`src/hdl/ubxp_pkg.sv`:
```
// Shared constants, codes and structures of the UBX frame parser.
package ubxp_pkg;

  localparam int unsigned DEPTH  = 256;
  localparam int unsigned ADDR_W = $clog2(DEPTH);
  localparam int unsigned LEN_W  = $clog2(DEPTH + 1);

  localparam logic [7:0]  SYNC_FIRST  = 8'hB5;
  localparam logic [7:0]  SYNC_SECOND = 8'h62;
  localparam logic [15:0] RELOAD_RST  = 16'd1000;

  localparam logic [1:0] OP_BYTE = 2'd0;
  localparam logic [1:0] OP_TICK = 2'd1;
  localparam logic [1:0] OP_READ = 2'd2;

  localparam logic KIND_FRAME = 1'b0;
  localparam logic KIND_READ  = 1'b1;

  localparam logic REG_INHIBIT = 1'b0;
  localparam logic REG_RELOAD  = 1'b1;

  typedef enum logic [3:0] {
    PH_SYNC0 = 4'd0,
    PH_SYNC1 = 4'd1,
    PH_CLASS = 4'd2,
    PH_ID    = 4'd3,
    PH_LEN0  = 4'd4,
    PH_LEN1  = 4'd5,
    PH_DATA  = 4'd6,
    PH_CKA   = 4'd7,
    PH_CKB   = 4'd8
  } phase_t;

  typedef struct packed {
    logic        inhibit;
    logic [15:0] timeout_reload;
  } cfg_t;

  typedef struct packed {
    logic              en;
    logic [ADDR_W-1:0] addr;
    logic [7:0]        data;
  } store_wr_t;

  typedef struct packed {
    logic             valid;
    logic [7:0]       msg_class;
    logic [7:0]       msg_id;
    logic [LEN_W-1:0] len;
  } frame_res_t;

endpackage

```
`src/hdl/ubxp_if.sv`:
```
// Valid/ready stream interfaces for the input and result channels.
interface ubxp_in_if;
  logic       valid;
  logic       ready;
  logic [1:0] op;
  logic [7:0] byte_value;
  logic [7:0] read_index;

  modport source (output valid, op, byte_value, read_index, input ready);
  modport sink (input valid, op, byte_value, read_index, output ready);
endinterface

interface ubxp_out_if;
  logic       valid;
  logic       ready;
  logic       kind;
  logic [7:0] msg_class;
  logic [7:0] msg_id;
  logic [8:0] payload_length;
  logic [7:0] read_data;

  modport source (output valid, kind, msg_class, msg_id, payload_length, read_data,
                  input ready);
  modport sink (input valid, kind, msg_class, msg_id, payload_length, read_data,
                output ready);
endinterface

```
`src/hdl/ubxp_regs.sv`:
```
// APB configuration registers: inhibit and timeout reload.
module ubxp_regs
  import ubxp_pkg::*;
(
  input  logic        clk,
  input  logic        rst_n,
  input  logic        psel,
  input  logic        penable,
  input  logic        pwrite,
  input  logic [2:0]  paddr,
  input  logic [31:0] pwdata,
  output logic [31:0] prdata,
  output logic        pready,
  output cfg_t        cfg
);

  logic        inhibit_r;
  logic [15:0] reload_r;
  logic        wr_en;

  assign pready = 1'b1;
  assign wr_en  = psel && penable && pwrite && pready;

  always_ff @(posedge clk) begin
    if (!rst_n) begin
      inhibit_r <= 1'b0;
      reload_r  <= RELOAD_RST;
    end else if (wr_en) begin
      unique case (paddr[2])
        REG_INHIBIT: inhibit_r <= pwdata[0];
        REG_RELOAD:  reload_r  <= pwdata[15:0];
        default:     ;
      endcase
    end
  end

  always_comb begin
    unique case (paddr[2])
      REG_INHIBIT: prdata = {31'd0, inhibit_r};
      REG_RELOAD:  prdata = {16'd0, reload_r};
      default:     prdata = '0;
    endcase
  end

  assign cfg.inhibit        = inhibit_r;
  assign cfg.timeout_reload = reload_r;

endmodule

```
`src/hdl/ubxp_store.sv`:
```
// Payload buffer: one write port, one read port with registered read data.
module ubxp_store
  import ubxp_pkg::*;
(
  input  logic              clk,
  input  store_wr_t         wr,
  input  logic              rd_en,
  input  logic [ADDR_W-1:0] rd_addr,
  output logic [7:0]        rd_data
);

  logic [7:0] mem [DEPTH];
  logic [7:0] rd_data_r;

  always_ff @(posedge clk) begin
    if (wr.en) begin
      mem[wr.addr] <= wr.data;
    end
  end

  always_ff @(posedge clk) begin
    if (rd_en) begin
      rd_data_r <= mem[rd_addr];
    end
  end

  assign rd_data = rd_data_r;

endmodule

```
`src/hdl/ubxp_ctrl.sv`:
```
// Frame parser state machine, checksum, timeout and buffer write control.
module ubxp_ctrl
  import ubxp_pkg::*;
(
  input  logic       clk,
  input  logic       rst_n,
  input  logic       acc,
  input  logic [1:0] op,
  input  logic [7:0] byte_value,
  input  cfg_t       cfg,
  output store_wr_t  wr,
  output frame_res_t res
);

  phase_t           phase_r, phase_nxt;
  logic [15:0]      tcount_r, tcount_nxt;
  logic [LEN_W-1:0] flen_r, flen_nxt;
  logic [LEN_W-1:0] fill_r, fill_nxt;
  logic [7:0]       class_r, class_nxt;
  logic [7:0]       id_r, id_nxt;
  logic [7:0]       sum_a_r, sum_a_nxt;
  logic [7:0]       sum_b_r, sum_b_nxt;
  logic [7:0]       rsa_r, rsa_nxt;

  logic             byte_ev;
  logic             tick_ev;
  logic             restart;
  logic [7:0]       add_a;
  logic [7:0]       add_b;
  logic [15:0]      len_full;
  logic [LEN_W-1:0] fill_inc;
  logic [15:0]      tcount_dec;

  assign byte_ev    = acc && (op == OP_BYTE) && !cfg.inhibit;
  assign tick_ev    = acc && (op == OP_TICK);
  assign add_a      = sum_a_r + byte_value;
  assign add_b      = sum_b_r + add_a;
  assign len_full   = {byte_value, flen_r[7:0]};
  assign fill_inc   = fill_r + 1'b1;
  assign tcount_dec = tcount_r - 16'd1;

  // An oversized length or an expired timeout mid-frame abandons the frame.
  assign restart = (byte_ev && (phase_r == PH_LEN1) && (len_full > 16'(DEPTH))) ||
                   (tick_ev && (tcount_dec == 16'd0) && (phase_r != PH_SYNC0));

  always_comb begin
    phase_nxt = phase_r;
    if (restart) begin
      phase_nxt = PH_SYNC0;
    end else if (byte_ev) begin
      unique case (phase_r)
        PH_SYNC0: if (byte_value == SYNC_FIRST) phase_nxt = PH_SYNC1;
        PH_SYNC1: if (byte_value == SYNC_SECOND) phase_nxt = PH_CLASS;
        PH_CLASS: phase_nxt = PH_ID;
        PH_ID:    phase_nxt = PH_LEN0;
        PH_LEN0:  phase_nxt = PH_LEN1;
        PH_LEN1:  phase_nxt = (len_full == 16'd0) ? PH_CKA : PH_DATA;
        PH_DATA:  if (fill_inc >= flen_r) phase_nxt = PH_CKA;
        PH_CKA:   phase_nxt = PH_CKB;
        PH_CKB:   phase_nxt = PH_SYNC0;
        default:  phase_nxt = PH_SYNC0;
      endcase
    end
  end

  always_comb begin
    tcount_nxt = tcount_r;
    flen_nxt   = flen_r;
    fill_nxt   = fill_r;
    class_nxt  = class_r;
    id_nxt     = id_r;
    sum_a_nxt  = sum_a_r;
    sum_b_nxt  = sum_b_r;
    rsa_nxt    = rsa_r;
    wr         = '0;
    res        = '0;
    if (tick_ev) begin
      tcount_nxt = tcount_dec;
    end
    if (byte_ev) begin
      unique case (phase_r)
        PH_SYNC0: begin
          if (byte_value == SYNC_FIRST) tcount_nxt = cfg.timeout_reload;
        end
        PH_SYNC1: begin
          if (byte_value == SYNC_SECOND) begin
            sum_a_nxt = '0;
            sum_b_nxt = '0;
          end
        end
        PH_CLASS: begin
          class_nxt = byte_value;
          sum_a_nxt = add_a;
          sum_b_nxt = add_b;
        end
        PH_ID: begin
          id_nxt    = byte_value;
          sum_a_nxt = add_a;
          sum_b_nxt = add_b;
        end
        PH_LEN0: begin
          flen_nxt  = {1'b0, byte_value};
          sum_a_nxt = add_a;
          sum_b_nxt = add_b;
        end
        PH_LEN1: begin
          flen_nxt  = len_full[LEN_W-1:0];
          fill_nxt  = '0;
          sum_a_nxt = add_a;
          sum_b_nxt = add_b;
        end
        PH_DATA: begin
          sum_a_nxt = add_a;
          sum_b_nxt = add_b;
          fill_nxt  = fill_inc;
          wr.en     = (fill_r < LEN_W'(DEPTH));
          wr.addr   = fill_r[ADDR_W-1:0];
          wr.data   = byte_value;
        end
        PH_CKA: begin
          rsa_nxt = byte_value;
        end
        PH_CKB: begin
          res.valid     = (rsa_r == sum_a_r) && (byte_value == sum_b_r);
          res.msg_class = class_r;
          res.msg_id    = id_r;
          res.len       = flen_r;
        end
        default: ;
      endcase
    end
    if (restart) begin
      tcount_nxt = cfg.timeout_reload;
      flen_nxt   = '0;
      fill_nxt   = '0;
    end
  end

  always_ff @(posedge clk) begin
    if (!rst_n) begin
      phase_r  <= PH_SYNC0;
      tcount_r <= RELOAD_RST;
      flen_r   <= '0;
      fill_r   <= '0;
      class_r  <= '0;
      id_r     <= '0;
      sum_a_r  <= '0;
      sum_b_r  <= '0;
      rsa_r    <= '0;
    end else begin
      phase_r  <= phase_nxt;
      tcount_r <= tcount_nxt;
      flen_r   <= flen_nxt;
      fill_r   <= fill_nxt;
      class_r  <= class_nxt;
      id_r     <= id_nxt;
      sum_a_r  <= sum_a_nxt;
      sum_b_r  <= sum_b_nxt;
      rsa_r    <= rsa_nxt;
    end
  end

endmodule

```
`src/hdl/ubx_frame_parser_unit.sv`:
```
// Top level of the UBX frame parser: channels, result pipeline and checks.
//
//   port group   direction  contents
//   in_ch        sink       op, byte_value, read_index
//   out_ch       source     kind, msg_class, msg_id, payload_length, read_data
//   APB (p*)     slave      inhibit at 0x0, timeout_reload at 0x4
//
// One transaction is accepted per cycle while the result path moves.
// A result passes from its transaction through the middle stage, alongside the
// registered read of the payload buffer, and then through the output register.
// rst_n is synchronous; the payload buffer is not cleared and needs no sweep.
// A stall on out_ch holds the output register and the stage before it;
// in_ch.ready drops only when both are full and out_ch.ready is low.
module ubx_frame_parser_unit
  import ubxp_pkg::*;
(
  input  logic        clk,
  input  logic        rst_n,
  ubxp_in_if.sink     in_ch,
  ubxp_out_if.source  out_ch,
  input  logic        psel,
  input  logic        penable,
  input  logic        pwrite,
  input  logic [2:0]  paddr,
  input  logic [31:0] pwdata,
  output logic [31:0] prdata,
  output logic        pready
);

  cfg_t       cfg;
  store_wr_t  st_wr;
  frame_res_t res;
  logic [7:0] st_rdata;
  logic       in_acc;
  logic       rd_req;
  logic       s1_adv;

  logic             s1_valid_r, s1_valid_nxt;
  logic             s1_kind_r;
  logic [7:0]       s1_class_r;
  logic [7:0]       s1_id_r;
  logic [LEN_W-1:0] s1_len_r;

  logic             out_valid_r, out_valid_nxt;
  logic             out_kind_r;
  logic [7:0]       out_class_r;
  logic [7:0]       out_id_r;
  logic [LEN_W-1:0] out_len_r;
  logic [7:0]       out_rdata_r;

  ubxp_regs u_regs (
    .clk     (clk),
    .rst_n   (rst_n),
    .psel    (psel),
    .penable (penable),
    .pwrite  (pwrite),
    .paddr   (paddr),
    .pwdata  (pwdata),
    .prdata  (prdata),
    .pready  (pready),
    .cfg     (cfg)
  );

  ubxp_ctrl u_ctrl (
    .clk        (clk),
    .rst_n      (rst_n),
    .acc        (in_acc),
    .op         (in_ch.op),
    .byte_value (in_ch.byte_value),
    .cfg        (cfg),
    .wr         (st_wr),
    .res        (res)
  );

  ubxp_store u_store (
    .clk     (clk),
    .wr      (st_wr),
    .rd_en   (rd_req),
    .rd_addr (in_ch.read_index[ADDR_W-1:0]),
    .rd_data (st_rdata)
  );

  assign s1_adv      = !out_valid_r || out_ch.ready;
  assign in_ch.ready = !s1_valid_r || s1_adv;
  assign in_acc      = in_ch.valid && in_ch.ready;
  assign rd_req      = in_acc && (in_ch.op == OP_READ);

  always_comb begin
    s1_valid_nxt = s1_valid_r && !s1_adv;
    if (in_acc && (res.valid || rd_req)) begin
      s1_valid_nxt = 1'b1;
    end
    out_valid_nxt = out_valid_r && !out_ch.ready;
    if (s1_valid_r && s1_adv) begin
      out_valid_nxt = 1'b1;
    end
  end

  always_ff @(posedge clk) begin
    if (!rst_n) begin
      s1_valid_r  <= 1'b0;
      out_valid_r <= 1'b0;
    end else begin
      s1_valid_r  <= s1_valid_nxt;
      out_valid_r <= out_valid_nxt;
    end
  end

  always_ff @(posedge clk) begin
    if (in_acc && (res.valid || rd_req)) begin
      s1_kind_r  <= rd_req ? KIND_READ : KIND_FRAME;
      s1_class_r <= rd_req ? 8'd0 : res.msg_class;
      s1_id_r    <= rd_req ? 8'd0 : res.msg_id;
      s1_len_r   <= rd_req ? '0 : res.len;
    end
    if (s1_valid_r && s1_adv) begin
      out_kind_r  <= s1_kind_r;
      out_class_r <= s1_class_r;
      out_id_r    <= s1_id_r;
      out_len_r   <= s1_len_r;
      out_rdata_r <= (s1_kind_r == KIND_READ) ? st_rdata : 8'd0;
    end
  end

  assign out_ch.valid          = out_valid_r;
  assign out_ch.kind           = out_kind_r;
  assign out_ch.msg_class      = out_class_r;
  assign out_ch.msg_id         = out_id_r;
  assign out_ch.payload_length = out_len_r;
  assign out_ch.read_data      = out_rdata_r;

`ifndef NO_ASSERTIONS
  // Input is held off only when both result stages are occupied.
  a_ready_only_when_full: assert property (@(posedge clk) disable iff (!rst_n)
    !in_ch.ready |-> (s1_valid_r && out_valid_r))
    else $error("input stalled with a free result stage");

  // A waiting result in the middle stage is never dropped.
  a_s1_kept: assert property (@(posedge clk) disable iff (!rst_n)
    (s1_valid_r && !s1_adv) |=> s1_valid_r)
    else $error("stalled result lost from middle stage");

  // A completed frame never reports more payload than the buffer holds.
  a_frame_len: assert property (@(posedge clk) disable iff (!rst_n)
    (out_valid_r && (out_kind_r == KIND_FRAME)) |-> (out_len_r <= LEN_W'(DEPTH)))
    else $error("frame result length exceeds buffer");

  // The buffer is written only by an accepted received byte.
  a_write_src: assert property (@(posedge clk) disable iff (!rst_n)
    st_wr.en |-> (in_acc && (in_ch.op == OP_BYTE) && !cfg.inhibit))
    else $error("buffer write without an accepted byte");
`endif

endmodule
```
`src/flat_wrapper.sv`:
```
// flat-port wrapper written by rule: the top's interface ports become plain ports
module ubx_frame_parser_unit_flat import ubxp_pkg::*;
  (clk, rst_n, psel, penable, pwrite, paddr, pwdata, prdata, pready, in_ch_valid, in_ch_op, in_ch_byte_value, in_ch_read_index, in_ch_ready, out_ch_valid, out_ch_kind, out_ch_msg_class, out_ch_msg_id, out_ch_payload_length, out_ch_read_data, out_ch_ready);
  ubxp_in_if in_ch_i ();
  ubxp_out_if out_ch_i ();
  input  logic clk;
  input  logic rst_n;
  input  logic psel;
  input  logic penable;
  input  logic pwrite;
  input  logic [2:0] paddr;
  input  logic [31:0] pwdata;
  output logic [31:0] prdata;
  output logic pready;
  input wire logic [$bits(in_ch_i.valid)-1:0] in_ch_valid;
  input wire logic [$bits(in_ch_i.op)-1:0] in_ch_op;
  input wire logic [$bits(in_ch_i.byte_value)-1:0] in_ch_byte_value;
  input wire logic [$bits(in_ch_i.read_index)-1:0] in_ch_read_index;
  output wire logic [$bits(in_ch_i.ready)-1:0] in_ch_ready;
  output wire logic [$bits(out_ch_i.valid)-1:0] out_ch_valid;
  output wire logic [$bits(out_ch_i.kind)-1:0] out_ch_kind;
  output wire logic [$bits(out_ch_i.msg_class)-1:0] out_ch_msg_class;
  output wire logic [$bits(out_ch_i.msg_id)-1:0] out_ch_msg_id;
  output wire logic [$bits(out_ch_i.payload_length)-1:0] out_ch_payload_length;
  output wire logic [$bits(out_ch_i.read_data)-1:0] out_ch_read_data;
  input wire logic [$bits(out_ch_i.ready)-1:0] out_ch_ready;
  assign in_ch_i.valid = in_ch_valid;
  assign in_ch_i.op = in_ch_op;
  assign in_ch_i.byte_value = in_ch_byte_value;
  assign in_ch_i.read_index = in_ch_read_index;
  assign in_ch_ready = in_ch_i.ready;
  assign out_ch_valid = out_ch_i.valid;
  assign out_ch_kind = out_ch_i.kind;
  assign out_ch_msg_class = out_ch_i.msg_class;
  assign out_ch_msg_id = out_ch_i.msg_id;
  assign out_ch_payload_length = out_ch_i.payload_length;
  assign out_ch_read_data = out_ch_i.read_data;
  assign out_ch_i.ready = out_ch_ready;
  ubx_frame_parser_unit u_core (.clk(clk), .rst_n(rst_n), .in_ch(in_ch_i), .out_ch(out_ch_i), .psel(psel), .penable(penable), .pwrite(pwrite), .paddr(paddr), .pwdata(pwdata), .prdata(prdata), .pready(pready));
endmodule
```
`config.mk`:
```
export PLATFORM = sky130hd
export DESIGN_NAME = ubx_frame_parser_unit_flat
export DESIGN_NICKNAME = d
export VERILOG_FILES = /design/src/hdl/ubxp_pkg.sv /design/src/hdl/ubxp_if.sv /design/src/hdl/ubxp_regs.sv /design/src/hdl/ubxp_store.sv /design/src/hdl/ubxp_ctrl.sv /design/src/hdl/ubx_frame_parser_unit.sv /design/src/flat_wrapper.sv
export SDC_FILE = /design/constraint.sdc
export NUM_CORES = 2
export LEC_CHECK = 0
export BUFFER_PORTS_ARGS = -buffer_cell sky130_fd_sc_hd__buf_2
export CAP_MARGIN = 20
export CORE_MARGIN = 10
export CORE_UTILIZATION = 59
export DETAILED_ROUTE_END_ITERATION = 12
export PLACE_DENSITY = 0.84
export SLEW_MARGIN = 20
export SYNTH_ARGS = -nofsm -noshare
export SYNTH_HDL_FRONTEND = slang
export SYNTH_SLANG_ARGS = --single-unit
export TNS_END_PERCENT = 50
```
`constraint.sdc`:
```
create_clock -name clk -period 13.1 [get_ports clk]
set_input_delay 0.655 -clock clk [delete_from_list [all_inputs] [get_ports clk]]
set_output_delay 0.655 -clock clk [all_outputs]
set_load 0.02 [all_outputs]
```
==> summary.md <==
| Metric | Value |
|---|---|
| Cell-by-cell listing of the critical path | `nor2_1 > nand3_1 > nand2b_1 > nor2_1 > nand3_2 > nor2_1` |
| Part of the cycle the worst path needs | `0.418` |
| Share of layout cells above drive strength 1 | `0.220` |
| Most frequent standard cell in the layout excluding fill and tap cells | `sky130_fd_sc_hd__edfxtp_1` |
| Combinational family with the most area after synthesis | `multiplexers` |
| Number of nets in the finished design | `4599` |
| Critical R2R Launch | `u_core.u_ctrl.phase_r[0]` |
| Classification of the worst-slack hold path | `input pin to flop` |
| Leakage dissipation | `34.4 nW` |
| Netlist Area Pre-Place | `87400 µm²` |
| GRT Resource Usage Total | `0.281` |
| Prevailing post-synth register cell | `sky130_fd_sc_hd__edfxtp_1` |
| Number of maximum-capacitance constraint violations | `0` |
| Tightest hold margin | `141 ps` |
| Xor/xnor share of the synthesized area | `0.00531` |
| Maximum frequency from static timing analysis | `183 MHz` |
| Master cell of the clock root buffer | `sky130_fd_sc_hd__clkbuf_16` |
| Vias in the first global route | `47200` |
| Post-synthesis to final-layout area growth | `10.4%` |
| Peak supply drop | `146 µV` |
| Flop-to-flop setup slack | `7630 ps` |
| CTS max path bufs | `3` |
| Element type at the critical path end | `flop` |
| Capture point of the critical path | `u_core.u_store.mem[55][3]` |
| Run status | `completed` |
| Most prevalent standard cell on the critical path | `sky130_fd_sc_hd__nor2_1` |
| Adder-Cell Fraction of Synth Area | `0.00418` |
| Crit path DAT | `5940 ps` |
| DRC Markers | `0` |
| Max-slew violation count | `0` |
| Ports | `129` |
| Routed via count | `47500` |
| Port buffer count | `93` |
| Total Power | `14.2 mW` |
| Detailed Place HPWL | `119 mm` |
| Worst slew slack as a fraction of its limit | `0.133` |
| Clock sink total | `2213` |
| Endpoint required time on the critical path | `13570 ps` |
| Count of nets left with antenna violations after detail routing | `0` |
| Leading cell types in the layout, fill and taps excluded | `sky130_fd_sc_hd__edfxtp_1, sky130_fd_sc_hd__mux4_2, sky130_fd_sc_hd__nor2_1, sky130_fd_sc_hd__clkbuf_16, sky130_fd_sc_hd__mux2i_1` |
| Horizontal die dimension | `405 µm` |
| RSZ-0062 raised after global routing | `false` |
| Placed cell count | `6213` |
| First element of the critical path | `u_core.u_ctrl.phase_r[0]` |
| Multiplexer fraction of the synthesized cell area | `0.153` |
| Cell variety after synth | `66` |
| First-pass DRT Iterations | `9` |
| Area fraction of the dominant cell type after synthesis | `0.727` |
| Main area contributors after synthesis | `sky130_fd_sc_hd__edfxtp_1, sky130_fd_sc_hd__mux4_2, sky130_fd_sc_hd__dfxtp_1` |
| Post-synth EDFFs | `2116` |
| Endpoints failing hold | `0` |
| Mean routed wirelength per cell | `35.5 µm` |
| Worst-Margin Slew | `1300 ps` |
| Grt ovf | `0` |
| Drt initial violations | `8176` |
| Flop and latch count out of synthesis | `2213` |
| Crit-path slowest cell | `sky130_fd_sc_hd__nand3_2` |
| Cell taking the most area after synthesis | `sky130_fd_sc_hd__edfxtp_1` |
| Clock tree from TritonCTS | `done` |
| First-pass GRT wire length | `336 mm` |
| Post-synthesis share of cell area spent on and, or, nand and nor gates | `0.0434` |
| Worst-path fanout max | `22` |
| Floorplan die area | `164000 µm²` |
| Average vias per placed instance | `7.18` |
| Worst skew pair latency | `880 ps` |
| Number of antenna violations at the first check in global routing | `14` |
| Power per cell area | `147 nW/µm²` |
| Clock buffers created by TritonCTS | `204` |
| # setup viols final | `0` |
| Kind of launch point of the worst setup path | `flop` |
| Stage delay of the slowest cell on the critical path | `1180 ps` |
| Reg2Reg Capture Point | `u_core.u_store.mem[55][3]` |
| Startpoint-to-endpoint class of the critical path | `flop to flop` |
| Rows | `141` |
| CORE AREA | `147000 µm²` |
| Final design utilization | `0.654` |
| Compound-Gate Fraction of Synth Area | `0.0278` |
| Min cycle time layout | `5470 ps` |
| Pin count of the biggest net entering global routing | `257` |
| Die Y | `405 µm` |
| Synthesized instance count | `4415` |
| Total detailed-routing wirelength | `235 mm` |
| Yosys warns | `0` |
| Gpl congestion | `0.900` |
| Initial cell density of the core | `0.593` |
| Async set-reset flop share out of synthesis | `0` |
| Finished Layout Cells | `6617` |
| Number of filler instances in the final layout | `8588` |
| Path depth of the worst reg2reg path | `6` |
| Final sum of negative setup slack | `0 ps` |
| Sequential cell area fraction in the yosys report | `0.749` |
| Average instance area after synthesis | `19.8 µm²` |
| Largest clock skew in the final design | `55.8 ps` |
| Clock-pin transition on the worst setup and hold timing paths | `70 ps` |
| CTS H-tree lvls | `4` |
logic make-up (layout without fill, tap and decap cells):
| kind of cell | Yosys count | in the layout |
|---|---|---|
| and+or+nand+nor | 795 | 795 |
| xor gates and xnor gates | 53 | 53 |
| AOI/OAI and AO/OA | 349 | 349 |
| muxes | 672 | 672 |
| DFF | 2213 | 2213 |
| adders and majority gates | 28 | 28 |
| other | 2 | 23 |
| buffers and inverters | 303 | 554 |
synth_stat cells (all sizes together), types with 8 or more instances:
master	count
a31oi	15
or3	22
a22oi	102
xnor2	28
mux2i	141
o21ai	27
o221ai	18
nand2	146
a21oi	82
nand4	28
a21o	10
nand3	52
and3	15
nor3	35
nor4	8
o22ai	34
ha	26
nor2b	58
mux4	530
a21boi	12
inv	14
dfxtp	97
nand3b	9
nor2	314
clkbuf	135
and2	64
a211oi	21
nand2b	20
xor2	25
edfxtp	2116
buf	154
through the flow:
| step | setup WS (ps) | cell area [µm²] |
|---|---|---|
| floorplan | 7160 | 87500 |
| global placement | 7170 | 89500 |
| detailed placement | 7150 | 89500 |
| CTS | 7820 | 96300 |
| global route | 7520 | 96400 |
| finish | 7630 | 96500 |
what timing repair did:
| action | CTS | global route |
|---|---|---|
| setup buffers | 0 | 0 |
| gates resized for setup | 0 | 0 |
| endpoints found under the hold margin | 17 | 0 |
| hold buffers | 16 | 0 |
registers in the layout, indices dropped and copies added (netlist names), 9 cells and up:
name,cells
u_core.out_ch.payload_length,9
u_core.u_ctrl.fill_r,9
u_core.u_ctrl.tcount_r,16
u_core.s1_len_r,9
u_core.u_regs.reload_r,16
u_core.u_ctrl.flen_r,9
u_core.u_store.mem,2048
report_power, final:
part	switching, mW	total (mW)	leakage, nW	internal [mW]
Clock	2.77	6.11	3.24	3.34
Sequential	0.00841	7.64	24.3	7.64
Combinational	0.255	0.413	6.89	0.158
worst max-delay path, delay by kind of cell, from the launching register on:
family / cells / cell delay (ps)
AND/OR/NAND/NOR: 6 / 4590
flip-flops: 1 / 420
worst min-delay path by stage:
| stage | depth (start not counted) | endpoint | slack, ps | start |
|---|---|---|---|---|
| finish | 3 | u_core.out_ch.valid | 140 | out_ch_ready |
| global route | 3 | u_core.u_ctrl.flen_r[7] | 120 | in_ch_byte_value[7] |
| CTS | 3 | u_core.out_ch.valid | 90 | out_ch_ready |
| detailed placement | 0 | u_core.out_ch.payload_length[5] | 410 | u_core.s1_len_r[5] |
| global placement | 0 | u_core.out_ch.msg_class[6] | 400 | u_core.s1_class_r[6] |
| floorplan | 0 | u_core.out_ch.msg_class[0] | 400 | u_core.s1_class_r[0] |
routing by layer:
layer / global-route usage / wire [µm]
met3: 0.0910 / 31500
met5: 0 / 109
met2: 0.441 / 112000
met4: 0.139 / 15300
met1: 0.357 / 76200
final cells by class:
cell class	count	area, µm²	area share
Clock buffer	258	5370	0.0557
Antenna cell	6	15.0	0.000156
Inverter	14	52.6	0.000545
Clock inverter	118	1320	0.0137
Timing Repair Buffer	164	1220	0.0127
Sequential cell	2213	65500	0.679
Multi-Input combinational cell	1914	20600	0.213
Tap cell	1930	2410	0.0250
Note: power is estimated with default switching activity, not from simulation.
